$ cat src/rtl/ucsps_pkg.sv
// Package for the serial-commanded servo pulse sequencer.
// Holds widths, reset values, character codes and the register map.
// No dependencies; every other file imports it.
`timescale 1ns / 1ps

package ucsps_pkg;

  // channel count and field widths
  localparam int NUM_CHANNELS = 4;
  localparam int CH_W         = 2;
  localparam int PINS_W       = 4;
  localparam int WIDTH_W      = 13;
  localparam int CNT_W        = 14;
  localparam int MIN_W        = 12;
  localparam int STEP_W       = 6;
  localparam int GAP_W        = 12;
  localparam int VAL_W        = 7;
  localparam int POS_W        = 3;
  localparam int BYTE_W       = 8;
  localparam int CFG_IDX_W    = 2;
  localparam int CFG_DATA_W   = 12;

  // limits and reset values
  localparam logic [VAL_W-1:0]   VALUE_MAX   = 7'd99;
  localparam logic [WIDTH_W-1:0] WIDTH_MAX   = 13'd8191;
  localparam logic [WIDTH_W-1:0] RESET_WIDTH = 13'd1400;
  localparam logic [MIN_W-1:0]   RESET_MIN   = 12'd900;
  localparam logic [STEP_W-1:0]  RESET_STEP  = 6'd10;
  localparam logic [GAP_W-1:0]   RESET_GAP   = 12'd500;

  // character codes
  localparam logic [BYTE_W-1:0] CHAR_X  = 8'h58;
  localparam logic [BYTE_W-1:0] CHAR_Y  = 8'h59;
  localparam logic [BYTE_W-1:0] CHAR_W  = 8'h57;
  localparam logic [BYTE_W-1:0] CHAR_Z  = 8'h5A;
  localparam logic [BYTE_W-1:0] CHAR_NL = 8'h0A;
  localparam logic [BYTE_W-1:0] CHAR_0  = 8'h30;
  localparam logic [BYTE_W-1:0] CHAR_9  = 8'h39;

  // item kind
  typedef enum logic {
    FUNC_TICK = 1'b0,
    FUNC_BYTE = 1'b1
  } func_e;

  // configuration register map
  typedef enum logic [CFG_IDX_W-1:0] {
    CFG_MIN_WIDTH  = 2'd0,
    CFG_WIDTH_STEP = 2'd1,
    CFG_GAP_BASE   = 2'd2
  } cfg_idx_e;

  // width write from the command parser to the pulse timer
  typedef struct packed {
    logic               we;
    logic [CH_W-1:0]    ch;
    logic [WIDTH_W-1:0] width;
  } width_wr_t;

  // result of decoding a command letter
  typedef struct packed {
    logic            hit;
    logic [CH_W-1:0] ch;
  } letter_ch_t;

  function automatic letter_ch_t letter_to_channel(input logic [BYTE_W-1:0] c);
    letter_ch_t r;
    r = '0;
    unique case (c)
      CHAR_X:  begin r.hit = 1'b1; r.ch = 2'd0; end
      CHAR_Y:  begin r.hit = 1'b1; r.ch = 2'd1; end
      CHAR_W:  begin r.hit = 1'b1; r.ch = 2'd2; end
      CHAR_Z:  begin r.hit = 1'b1; r.ch = 2'd3; end
      default: r = '0;
    endcase
    return r;
  endfunction

endpackage

$ cat src/rtl/ucsps_in_if.sv
// Request channel carrying one tick or one received byte.
// Depends on ucsps_pkg for field widths.
`timescale 1ns / 1ps

interface ucsps_in_if;
  import ucsps_pkg::*;

  logic              valid;
  logic              ready;
  logic              func;
  logic [BYTE_W-1:0] rx_byte;

  modport source (output valid, output func, output rx_byte, input ready);
  modport sink   (input valid, input func, input rx_byte, output ready);
endinterface

$ cat src/rtl/ucsps_out_if.sv
// Result channel carrying the servo levels after each request.
// Depends on ucsps_pkg for field widths.
`timescale 1ns / 1ps

interface ucsps_out_if;
  import ucsps_pkg::*;

  logic              valid;
  logic              ready;
  logic [PINS_W-1:0] servo_pins;
  logic [CH_W-1:0]   active_channel;
  logic              width_updated;

  modport source (output valid, output servo_pins, output active_channel,
                  output width_updated, input ready);
  modport sink   (input valid, input servo_pins, input active_channel,
                  input width_updated, output ready);
endinterface

$ cat src/rtl/uart_commanded_servo_pulse_sequencer_top.sv
// Top level of the serial-commanded servo pulse sequencer.
// Depends on ucsps_pkg, ucsps_in_if, ucsps_out_if, ucsps_cmd_parser, ucsps_pulse_timer.
//
//   channel   dir  signals                                   accepted when
//   in_if     in   func, rx_byte                             valid && ready
//   out_if    out  servo_pins, active_channel, width_updated valid && ready
//   cfg       in   cfg_we_i, cfg_index_i, cfg_data_i         cfg_we_i high
//
// One request per cycle sustained while results are taken; each request passes
// the input register, then the result register, before its result is presented.
// The input register refills while the result register holds a result
// nobody has taken; both stall together only when both are full.
// Reset clears both valid flags and the pulse level, puts widths at 1400 and registers at their defaults.
`timescale 1ns / 1ps

module uart_commanded_servo_pulse_sequencer_top (
  input  logic                             clk_i,
  input  logic                             rst_ni,
  ucsps_in_if.sink                         in_if,
  ucsps_out_if.source                      out_if,
  input  logic                             cfg_we_i,
  input  logic [ucsps_pkg::CFG_IDX_W-1:0]  cfg_index_i,
  input  logic [ucsps_pkg::CFG_DATA_W-1:0] cfg_data_i
);
  import ucsps_pkg::*;

  logic [MIN_W-1:0]  min_width_q;
  logic [STEP_W-1:0] width_step_q;
  logic [GAP_W-1:0]  gap_base_q;

  logic              s1_valid_q;
  logic              s1_func_q;
  logic [BYTE_W-1:0] s1_byte_q;

  logic              out_valid_q;
  logic [PINS_W-1:0] pins_q;
  logic [CH_W-1:0]   chan_q;
  logic              upd_q;

  logic              out_free;
  logic              advance;
  logic              in_ready;
  width_wr_t         wr;
  logic [PINS_W-1:0] pins_nxt;
  logic [CH_W-1:0]   chan_nxt;

  // handshake control
  assign out_free = !out_valid_q || out_if.ready;
  assign advance  = s1_valid_q && out_free;
  assign in_ready = !s1_valid_q || out_free;
  assign in_if.ready = in_ready;

  // configuration registers
  always_ff @(posedge clk_i or negedge rst_ni) begin
    if (!rst_ni) begin
      min_width_q  <= RESET_MIN;
      width_step_q <= RESET_STEP;
      gap_base_q   <= RESET_GAP;
    end else if (cfg_we_i) begin
      unique case (cfg_index_i)
        CFG_MIN_WIDTH:  min_width_q  <= cfg_data_i[MIN_W-1:0];
        CFG_WIDTH_STEP: width_step_q <= cfg_data_i[STEP_W-1:0];
        CFG_GAP_BASE:   gap_base_q   <= cfg_data_i[GAP_W-1:0];
        default: ;
      endcase
    end
  end

  // input register
  always_ff @(posedge clk_i or negedge rst_ni) begin
    if (!rst_ni) begin
      s1_valid_q <= 1'b0;
    end else if (in_ready) begin
      s1_valid_q <= in_if.valid;
    end
  end

  always_ff @(posedge clk_i) begin
    if (in_ready && in_if.valid) begin
      s1_func_q <= in_if.func;
      s1_byte_q <= in_if.rx_byte;
    end
  end

  // command parsing
  ucsps_cmd_parser u_parser (
    .clk_i        (clk_i),
    .rst_ni       (rst_ni),
    .byte_valid_i (advance && (s1_func_q == FUNC_BYTE)),
    .byte_i       (s1_byte_q),
    .min_width_i  (min_width_q),
    .width_step_i (width_step_q),
    .wr_o         (wr)
  );

  // slot timing
  ucsps_pulse_timer u_timer (
    .clk_i      (clk_i),
    .rst_ni     (rst_ni),
    .tick_i     (advance && (s1_func_q == FUNC_TICK)),
    .wr_i       (wr),
    .gap_base_i (gap_base_q),
    .pins_o     (pins_nxt),
    .chan_o     (chan_nxt)
  );

  // result register
  always_ff @(posedge clk_i or negedge rst_ni) begin
    if (!rst_ni) begin
      out_valid_q <= 1'b0;
    end else if (out_free) begin
      out_valid_q <= advance;
    end
  end

  always_ff @(posedge clk_i) begin
    if (advance) begin
      pins_q <= pins_nxt;
      chan_q <= chan_nxt;
      upd_q  <= wr.we;
    end
  end

  assign out_if.valid          = out_valid_q;
  assign out_if.servo_pins     = pins_q;
  assign out_if.active_channel = chan_q;
  assign out_if.width_updated  = upd_q;

  // a new result always comes from a held request
  assert property (@(posedge clk_i) disable iff (!rst_ni)
                   (out_valid_q && !$past(out_valid_q)) |-> $past(s1_valid_q))
    else $error("result without request");

endmodule

$ cat src/rtl/ucsps_cmd_parser.sv
// Command line parser: letter, decimal digits, newline -> width write.
// Depends on ucsps_pkg (character codes, width_wr_t).
`timescale 1ns / 1ps

module ucsps_cmd_parser (
  input  logic                         clk_i,
  input  logic                         rst_ni,
  input  logic                         byte_valid_i,
  input  logic [ucsps_pkg::BYTE_W-1:0] byte_i,
  input  logic [ucsps_pkg::MIN_W-1:0]  min_width_i,
  input  logic [ucsps_pkg::STEP_W-1:0] width_step_i,
  output ucsps_pkg::width_wr_t         wr_o
);
  import ucsps_pkg::*;

  logic [BYTE_W-1:0] letter_q, letter_d;
  logic [VAL_W-1:0]  acc_q, acc_d;
  logic [POS_W-1:0]  pos_q, pos_d;
  logic              ended_q, ended_d;

  letter_ch_t        lc;
  logic [WIDTH_W-1:0] prod;
  logic [CNT_W-1:0]   sum;
  logic [9:0]         acc_next;
  logic [3:0]         digit;
  logic               is_digit;

  // width arithmetic: min + value * step, clipped to 13 bits
  assign lc       = letter_to_channel(letter_q);
  assign prod     = WIDTH_W'(acc_q) * WIDTH_W'(width_step_i);
  assign sum      = CNT_W'(min_width_i) + CNT_W'(prod);
  assign digit    = 4'(byte_i - CHAR_0);
  assign is_digit = (byte_i >= CHAR_0) && (byte_i <= CHAR_9);
  assign acc_next = 10'(acc_q) * 10'd10 + 10'(digit);

  // parser state update
  always_comb begin
    letter_d = letter_q;
    acc_d    = acc_q;
    pos_d    = pos_q;
    ended_d  = ended_q;
    wr_o     = '0;
    if (byte_valid_i) begin
      if (byte_i == CHAR_NL) begin
        if ((pos_q != '0) && lc.hit) begin
          wr_o.we    = 1'b1;
          wr_o.ch    = lc.ch;
          wr_o.width = (sum > CNT_W'(WIDTH_MAX)) ? WIDTH_MAX : sum[WIDTH_W-1:0];
        end
        pos_d   = '0;
        acc_d   = '0;
        ended_d = 1'b0;
      end else begin
        if (pos_q == '0) begin
          letter_d = byte_i;
          acc_d    = '0;
          ended_d  = 1'b0;
        end else if (!ended_q && is_digit) begin
          acc_d = (acc_next > 10'(VALUE_MAX)) ? VALUE_MAX : acc_next[VAL_W-1:0];
        end else begin
          ended_d = 1'b1;
        end
        pos_d = pos_q + 1'b1;
      end
    end
  end

  // state registers
  always_ff @(posedge clk_i or negedge rst_ni) begin
    if (!rst_ni) begin
      letter_q <= '0;
      acc_q    <= '0;
      pos_q    <= '0;
      ended_q  <= 1'b0;
    end else begin
      letter_q <= letter_d;
      acc_q    <= acc_d;
      pos_q    <= pos_d;
      ended_q  <= ended_d;
    end
  end

  // accumulated value never exceeds the clip point
  assert property (@(posedge clk_i) disable iff (!rst_ni) acc_q <= VALUE_MAX)
    else $error("command value above clip point");

endmodule

$ cat src/rtl/ucsps_pulse_timer.sv
// Slot timer: countdown, channel rotation and the per-channel width table.
// Depends on ucsps_pkg (widths, width_wr_t).
`timescale 1ns / 1ps

module ucsps_pulse_timer (
  input  logic                         clk_i,
  input  logic                         rst_ni,
  input  logic                         tick_i,
  input  ucsps_pkg::width_wr_t         wr_i,
  input  logic [ucsps_pkg::GAP_W-1:0]  gap_base_i,
  output logic [ucsps_pkg::PINS_W-1:0] pins_o,
  output logic [ucsps_pkg::CH_W-1:0]   chan_o
);
  import ucsps_pkg::*;

  logic [WIDTH_W-1:0] widths_q [NUM_CHANNELS];
  logic [CNT_W-1:0]   cnt_q, cnt_d;
  logic [CH_W-1:0]    chan_q, chan_d;
  logic               high_q, high_d;
  logic [WIDTH_W-1:0] cur_width;

  assign cur_width = widths_q[chan_q];

  // countdown and slot event
  always_comb begin
    cnt_d  = cnt_q;
    chan_d = chan_q;
    high_d = high_q;
    if (tick_i) begin
      if (cnt_q > CNT_W'(1)) begin
        cnt_d = cnt_q - 1'b1;
      end else begin
        high_d = !high_q;
        if (!high_q) begin
          cnt_d = CNT_W'(cur_width);
        end else begin
          cnt_d  = CNT_W'(gap_base_i) + CNT_W'(cur_width);
          chan_d = (chan_q == CH_W'(NUM_CHANNELS - 1)) ? '0 : chan_q + 1'b1;
        end
      end
    end
  end

  // levels after this request
  assign pins_o = high_d ? (PINS_W'(1) << chan_d) : '0;
  assign chan_o = chan_d;

  // timer state and width table
  always_ff @(posedge clk_i or negedge rst_ni) begin
    if (!rst_ni) begin
      cnt_q  <= CNT_W'(1);
      chan_q <= '0;
      high_q <= 1'b0;
      for (int i = 0; i < NUM_CHANNELS; i++) begin
        widths_q[i] <= RESET_WIDTH;
      end
    end else begin
      cnt_q  <= cnt_d;
      chan_q <= chan_d;
      high_q <= high_d;
      if (wr_i.we) begin
        widths_q[wr_i.ch] <= wr_i.width;
      end
    end
  end

  // channel advances only when its pulse ends
  assert property (@(posedge clk_i) disable iff (!rst_ni)
                   !$stable(chan_q) |-> $fell(high_q))
    else $error("channel moved without pulse end");

  // width writes never coincide with ticks
  assert property (@(posedge clk_i) disable iff (!rst_ni) !(tick_i && wr_i.we))
    else $error("width write during tick");

endmodule
$ cat src/flat_wrapper.sv
// flat-port wrapper written by rule: the top's interface ports become plain ports
module uart_commanded_servo_pulse_sequencer_top_flat import ucsps_pkg::*;
  (clk_i, rst_ni, cfg_we_i, cfg_index_i, cfg_data_i, in_if_valid, in_if_func, in_if_rx_byte, in_if_ready, out_if_valid, out_if_servo_pins, out_if_active_channel, out_if_width_updated, out_if_ready);
  ucsps_in_if in_if_i ();
  ucsps_out_if out_if_i ();
  input  logic clk_i;
  input  logic rst_ni;
  input  logic cfg_we_i;
  input  logic [ucsps_pkg::CFG_IDX_W-1:0] cfg_index_i;
  input  logic [ucsps_pkg::CFG_DATA_W-1:0] cfg_data_i;
  input wire logic [$bits(in_if_i.valid)-1:0] in_if_valid;
  input wire logic [$bits(in_if_i.func)-1:0] in_if_func;
  input wire logic [$bits(in_if_i.rx_byte)-1:0] in_if_rx_byte;
  output wire logic [$bits(in_if_i.ready)-1:0] in_if_ready;
  output wire logic [$bits(out_if_i.valid)-1:0] out_if_valid;
  output wire logic [$bits(out_if_i.servo_pins)-1:0] out_if_servo_pins;
  output wire logic [$bits(out_if_i.active_channel)-1:0] out_if_active_channel;
  output wire logic [$bits(out_if_i.width_updated)-1:0] out_if_width_updated;
  input wire logic [$bits(out_if_i.ready)-1:0] out_if_ready;
  assign in_if_i.valid = in_if_valid;
  assign in_if_i.func = in_if_func;
  assign in_if_i.rx_byte = in_if_rx_byte;
  assign in_if_ready = in_if_i.ready;
  assign out_if_valid = out_if_i.valid;
  assign out_if_servo_pins = out_if_i.servo_pins;
  assign out_if_active_channel = out_if_i.active_channel;
  assign out_if_width_updated = out_if_i.width_updated;
  assign out_if_i.ready = out_if_ready;
  uart_commanded_servo_pulse_sequencer_top u_core (.clk_i(clk_i), .rst_ni(rst_ni), .in_if(in_if_i), .out_if(out_if_i), .cfg_we_i(cfg_we_i), .cfg_index_i(cfg_index_i), .cfg_data_i(cfg_data_i));
endmodule
$ cat config.mk
export PLATFORM = sky130hd
export DESIGN_NAME = uart_commanded_servo_pulse_sequencer_top_flat
export DESIGN_NICKNAME = d
export VERILOG_FILES = /design/src/rtl/ucsps_pkg.sv /design/src/rtl/ucsps_in_if.sv /design/src/rtl/ucsps_out_if.sv /design/src/rtl/uart_commanded_servo_pulse_sequencer_top.sv /design/src/rtl/ucsps_cmd_parser.sv /design/src/rtl/ucsps_pulse_timer.sv /design/src/flat_wrapper.sv
export SDC_FILE = /design/constraint.sdc
export NUM_CORES = 1
export LEC_CHECK = 0
export BUFFER_PORTS_ARGS = -buffer_cell sky130_fd_sc_hd__buf_2
export CAP_MARGIN = 40
export CORE_ASPECT_RATIO = 0.75
export CORE_MARGIN = 2
export CORE_UTILIZATION = 55
export CTS_CLUSTER_DIAMETER = 120
export DETAILED_ROUTE_END_ITERATION = 8
export PLACE_DENSITY_LB_ADDON = 0.3
export SYNTH_ARGS = -nofsm -noshare
export SYNTH_HDL_FRONTEND = slang
export SYNTH_SLANG_ARGS = --single-unit
export TNS_END_PERCENT = 1
$ cat constraint.sdc
create_clock -name clk_i -period 10.6 [get_ports clk_i]
set_clock_uncertainty 0.1 [all_clocks]
set_input_delay 2.12 -clock clk_i [delete_from_list [all_inputs] [get_ports clk_i]]
set_output_delay 2.12 -clock clk_i [all_outputs]
set_load 0.05 [all_outputs]
==> flow_metrics.tcl <==
set metrics [dict create \
    status "completed" \
    required_ns 10.78 \
    syn_area_per_cell_um2 9.901 \
    root_buffer "clkbuf_16" \
    start_kind "flop" \
    clock_sinks 136 \
    final_layout_size_suffix_gt1_frac 0.1851 \
    yosysWarnings 0 \
    viasPerCell 5.699 \
    critPathCaptureType "flop" \
    slew-limit-headroom 0.4439 \
    worstMarginPinSlew_ns 0.8341 \
    route.detailed.drc 0 \
    vias 6616 \
    fin_crit_ns 4.911 \
    synth.distinct_cells 71 \
    met1_length_um 9501 \
    hpwl_um 14420 \
    grt_pass1_wl_um 33060 \
    drt_iter0_markers 305 \
    ys_ff_latch 136 \
    ir_worst_vdd_v 0.0001073 \
    syn_inst 901 \
    cts_resized 0 \
    numCtsBuffers 17 \
    chipWidth_um 151.1 \
    num-nets-final 1059 \
    layout_commonest_cell "nand2_1" \
    hold_viol 0 \
    antenna_left 0 \
    portBuffers 36 \
    crit_fanout 14 \
    tns_ns 0 \
    synth_nets 1022 \
    synthFlopType "dfrtp_1" \
    drt_first_pass_iters 5 \
    synth_area_mm2 0.008921 \
    slew_violations 0 \
    gp_congestion 0.8224 \
    post_cts_buffers 0 \
    path_clk_slew_ns 0.06 \
    met2WireLength_um 8719 \
    coreArea_mm2 0.01597 \
    maxCapViolations 0 \
    grt.total_usage 0.2481 \
    start_util 0.5588 \
    power_density_mw_per_mm2 159.8 \
    clk_latency_ns 0.42 \
    fp.dieH_um 114.3 \
    path_class "reg2reg" \
    synth_edf_count 16 \
    p_leak_nw 4.528 \
    met3_length_um 989 \
    fmax_ghz 0.2036 \
    ios 37 \
    ys_async_sr_fraction 0.8824 \
    p_total_w 0.001594 \
    wl_per_cell_um 16.81 \
    grt_max_degree 66 \
    n_antenna_cell 0 \
    yosysSeqAreaShare 0.3957 \
    htree_levels 4 \
    worstPathArrival_ns 5.09 \
    yosysTopAreaCell "dfrtp_1" \
    synth_top_cell_area_share 0.2328 \
    wl_um 19510 \
    cts_tree "done" \
    final_cell_mix "nand2_1, o21ai_0, dfrtp_1" \
    finalSetupViolCount 0 \
    layout_worst_path_cycle_share 0.4633 \
    grt.overflow.total 0 \
    dieArea_mm2 0.01727 \
    areaGrowthSynthToFinish_pct 11.80 \
    antenna_found_initial 0 \
    hold_class "reg2reg" \
    grt_pass1_vias 6643 \
    rsz0062_at_grt "no" \
    cts_buffer_depth 2 \
    cts_hold_buf 0 \
    fin_util 0.6247 \
    rows 40 \
    yosys-top-cells-area "dfrtp_1, dfstp_2, ha_1" \
    top_layer_used "met4" \
]
==> registers in the layout, indices dropped and copies added (netlist names), 2 cells and up <==
register,cells
u_core.s1_byte_q,8
u_core.u_parser.letter_q,8
u_core.out_if.servo_pins,4
u_core.u_timer.cnt_q,14
u_core.u_parser.pos_q,3
u_core.gap_base_q,12
u_core.width_step_q,6
u_core.u_timer.chan_q,2
u_core.u_timer.widths_q,52
u_core.out_if.active_channel,2
u_core.min_width_q,12
u_core.u_parser.acc_q,7
==> where the power goes <==
part           internal, W  switching (W)  total, W
Clock             0.000373       0.000225  0.000598
Combinational     0.000133       0.000176  0.000309
Sequential        0.000609      0.0000779  0.000687
Total              0.00112       0.000479   0.00159
==> Yosys cell counts (all sizes together), types with 5 or more instances <==
cell	n
nor2	62
xnor2	12
fa	33
mux2	31
nand3b	5
nor3	20
a21oi	47
o21a	5
inv	75
a21o	8
clkbuf	18
nand3	12
and2	36
ha	60
nor2b	11
a22oi	6
o22ai	5
dfrtp	83
edfxtp	16
dfstp	37
o21ai	93
xor2	12
and3	8
nand2b	17
nand4	7
a31oi	8
buf	9
nand2	100
mux4	13
==> worst max-delay path, stage by stage (launching register included) <==
cell and delay (ns):
dfrtp_1 0.52, and2_1 0.25, fa_1 0.50, fa_1 0.52, fa_1 0.54, inv_1 0.05, fa_1 0.49, inv_1 0.04
ha_1 0.33, o21a_1 0.21, o21ai_0 0.25, a21oi_2 0.09, a31oi_1 0.22, xnor2_1 0.09, buf_4 0.20, nor4_1 0.32
a21oi_1 0.07
==> metrics by stage <==
stage | instances | area, um2 | hold WS [ns] | setup WS [ns]
3_5_place_dp | 1129 | 9374 | 0.3653 | 5.672
5_1_grt | 1161 | 9973 | 0.3931 | 5.357
6_report | 1161 | 9973 | 0.3746 | 5.689
2_1_floorplan | 901 | 8921 | 0.3419 | 5.777
3_3_place_gp | 1123 | 9274 | 0.3574 | 5.759
4_1_cts | 1161 | 9973 | 0.3776 | 5.664
==> kinds of logic (layout without fill, tap and decap cells) <==
group / count (synthesis) / after routing / synth area share
multiplexers: 48 / 48 / 0.07644
adder cells (fa/ha/maj): 93 / 93 / 0.1582
buffers and inverters: 102 / 152 / 0.04502
flip-flops: 136 / 136 / 0.3957
AND/OR/NAND/NOR: 298 / 298 / 0.1700
XOR/XNOR: 24 / 24 / 0.02440
AO/OA/AOI/OAI: 200 / 200 / 0.1303
==> final timing paths <==
kind / start / to / slack (ns) / cells after the start
max: u_core.u_parser.acc_q[1] / u_core.u_timer.widths_q[25] / 5.69 / 16
max reg2reg: u_core.u_parser.acc_q[1] / u_core.u_timer.widths_q[25] / 5.69 / 16
min reg2reg: u_core.u_timer.widths_q[2] / u_core.u_timer.widths_q[2] / 0.37 / 2
min: u_core.u_timer.widths_q[2] / u_core.u_timer.widths_q[2] / 0.37 / 2
min in group asynchronous: rst_ni / u_core.min_width_q[5] / 1.58 / 1
max in group asynchronous: rst_ni / u_core.u_timer.widths_q[36] / 7.73 / 3
==> metal layers <==
layer,vias up,GRT usage
met5,-,0
met4,0,0.06480
met3,29,0.05857
met2,171,0.3776
met1,3219,0.3605
li1,3197,-
==> layout make-up <==
type / instances / area, um2
repair buffers: 45 / 305.3
fillers: 1323 / 5992
clock inverters: 11 / 116.4
flip-flops and latches: 136 / 3530
multi-input cells: 663 / 4995
clock buffers: 21 / 483.0
inverters: 75 / 281.5
well taps: 210 / 262.8
Power figures use the tool's default switching activity.
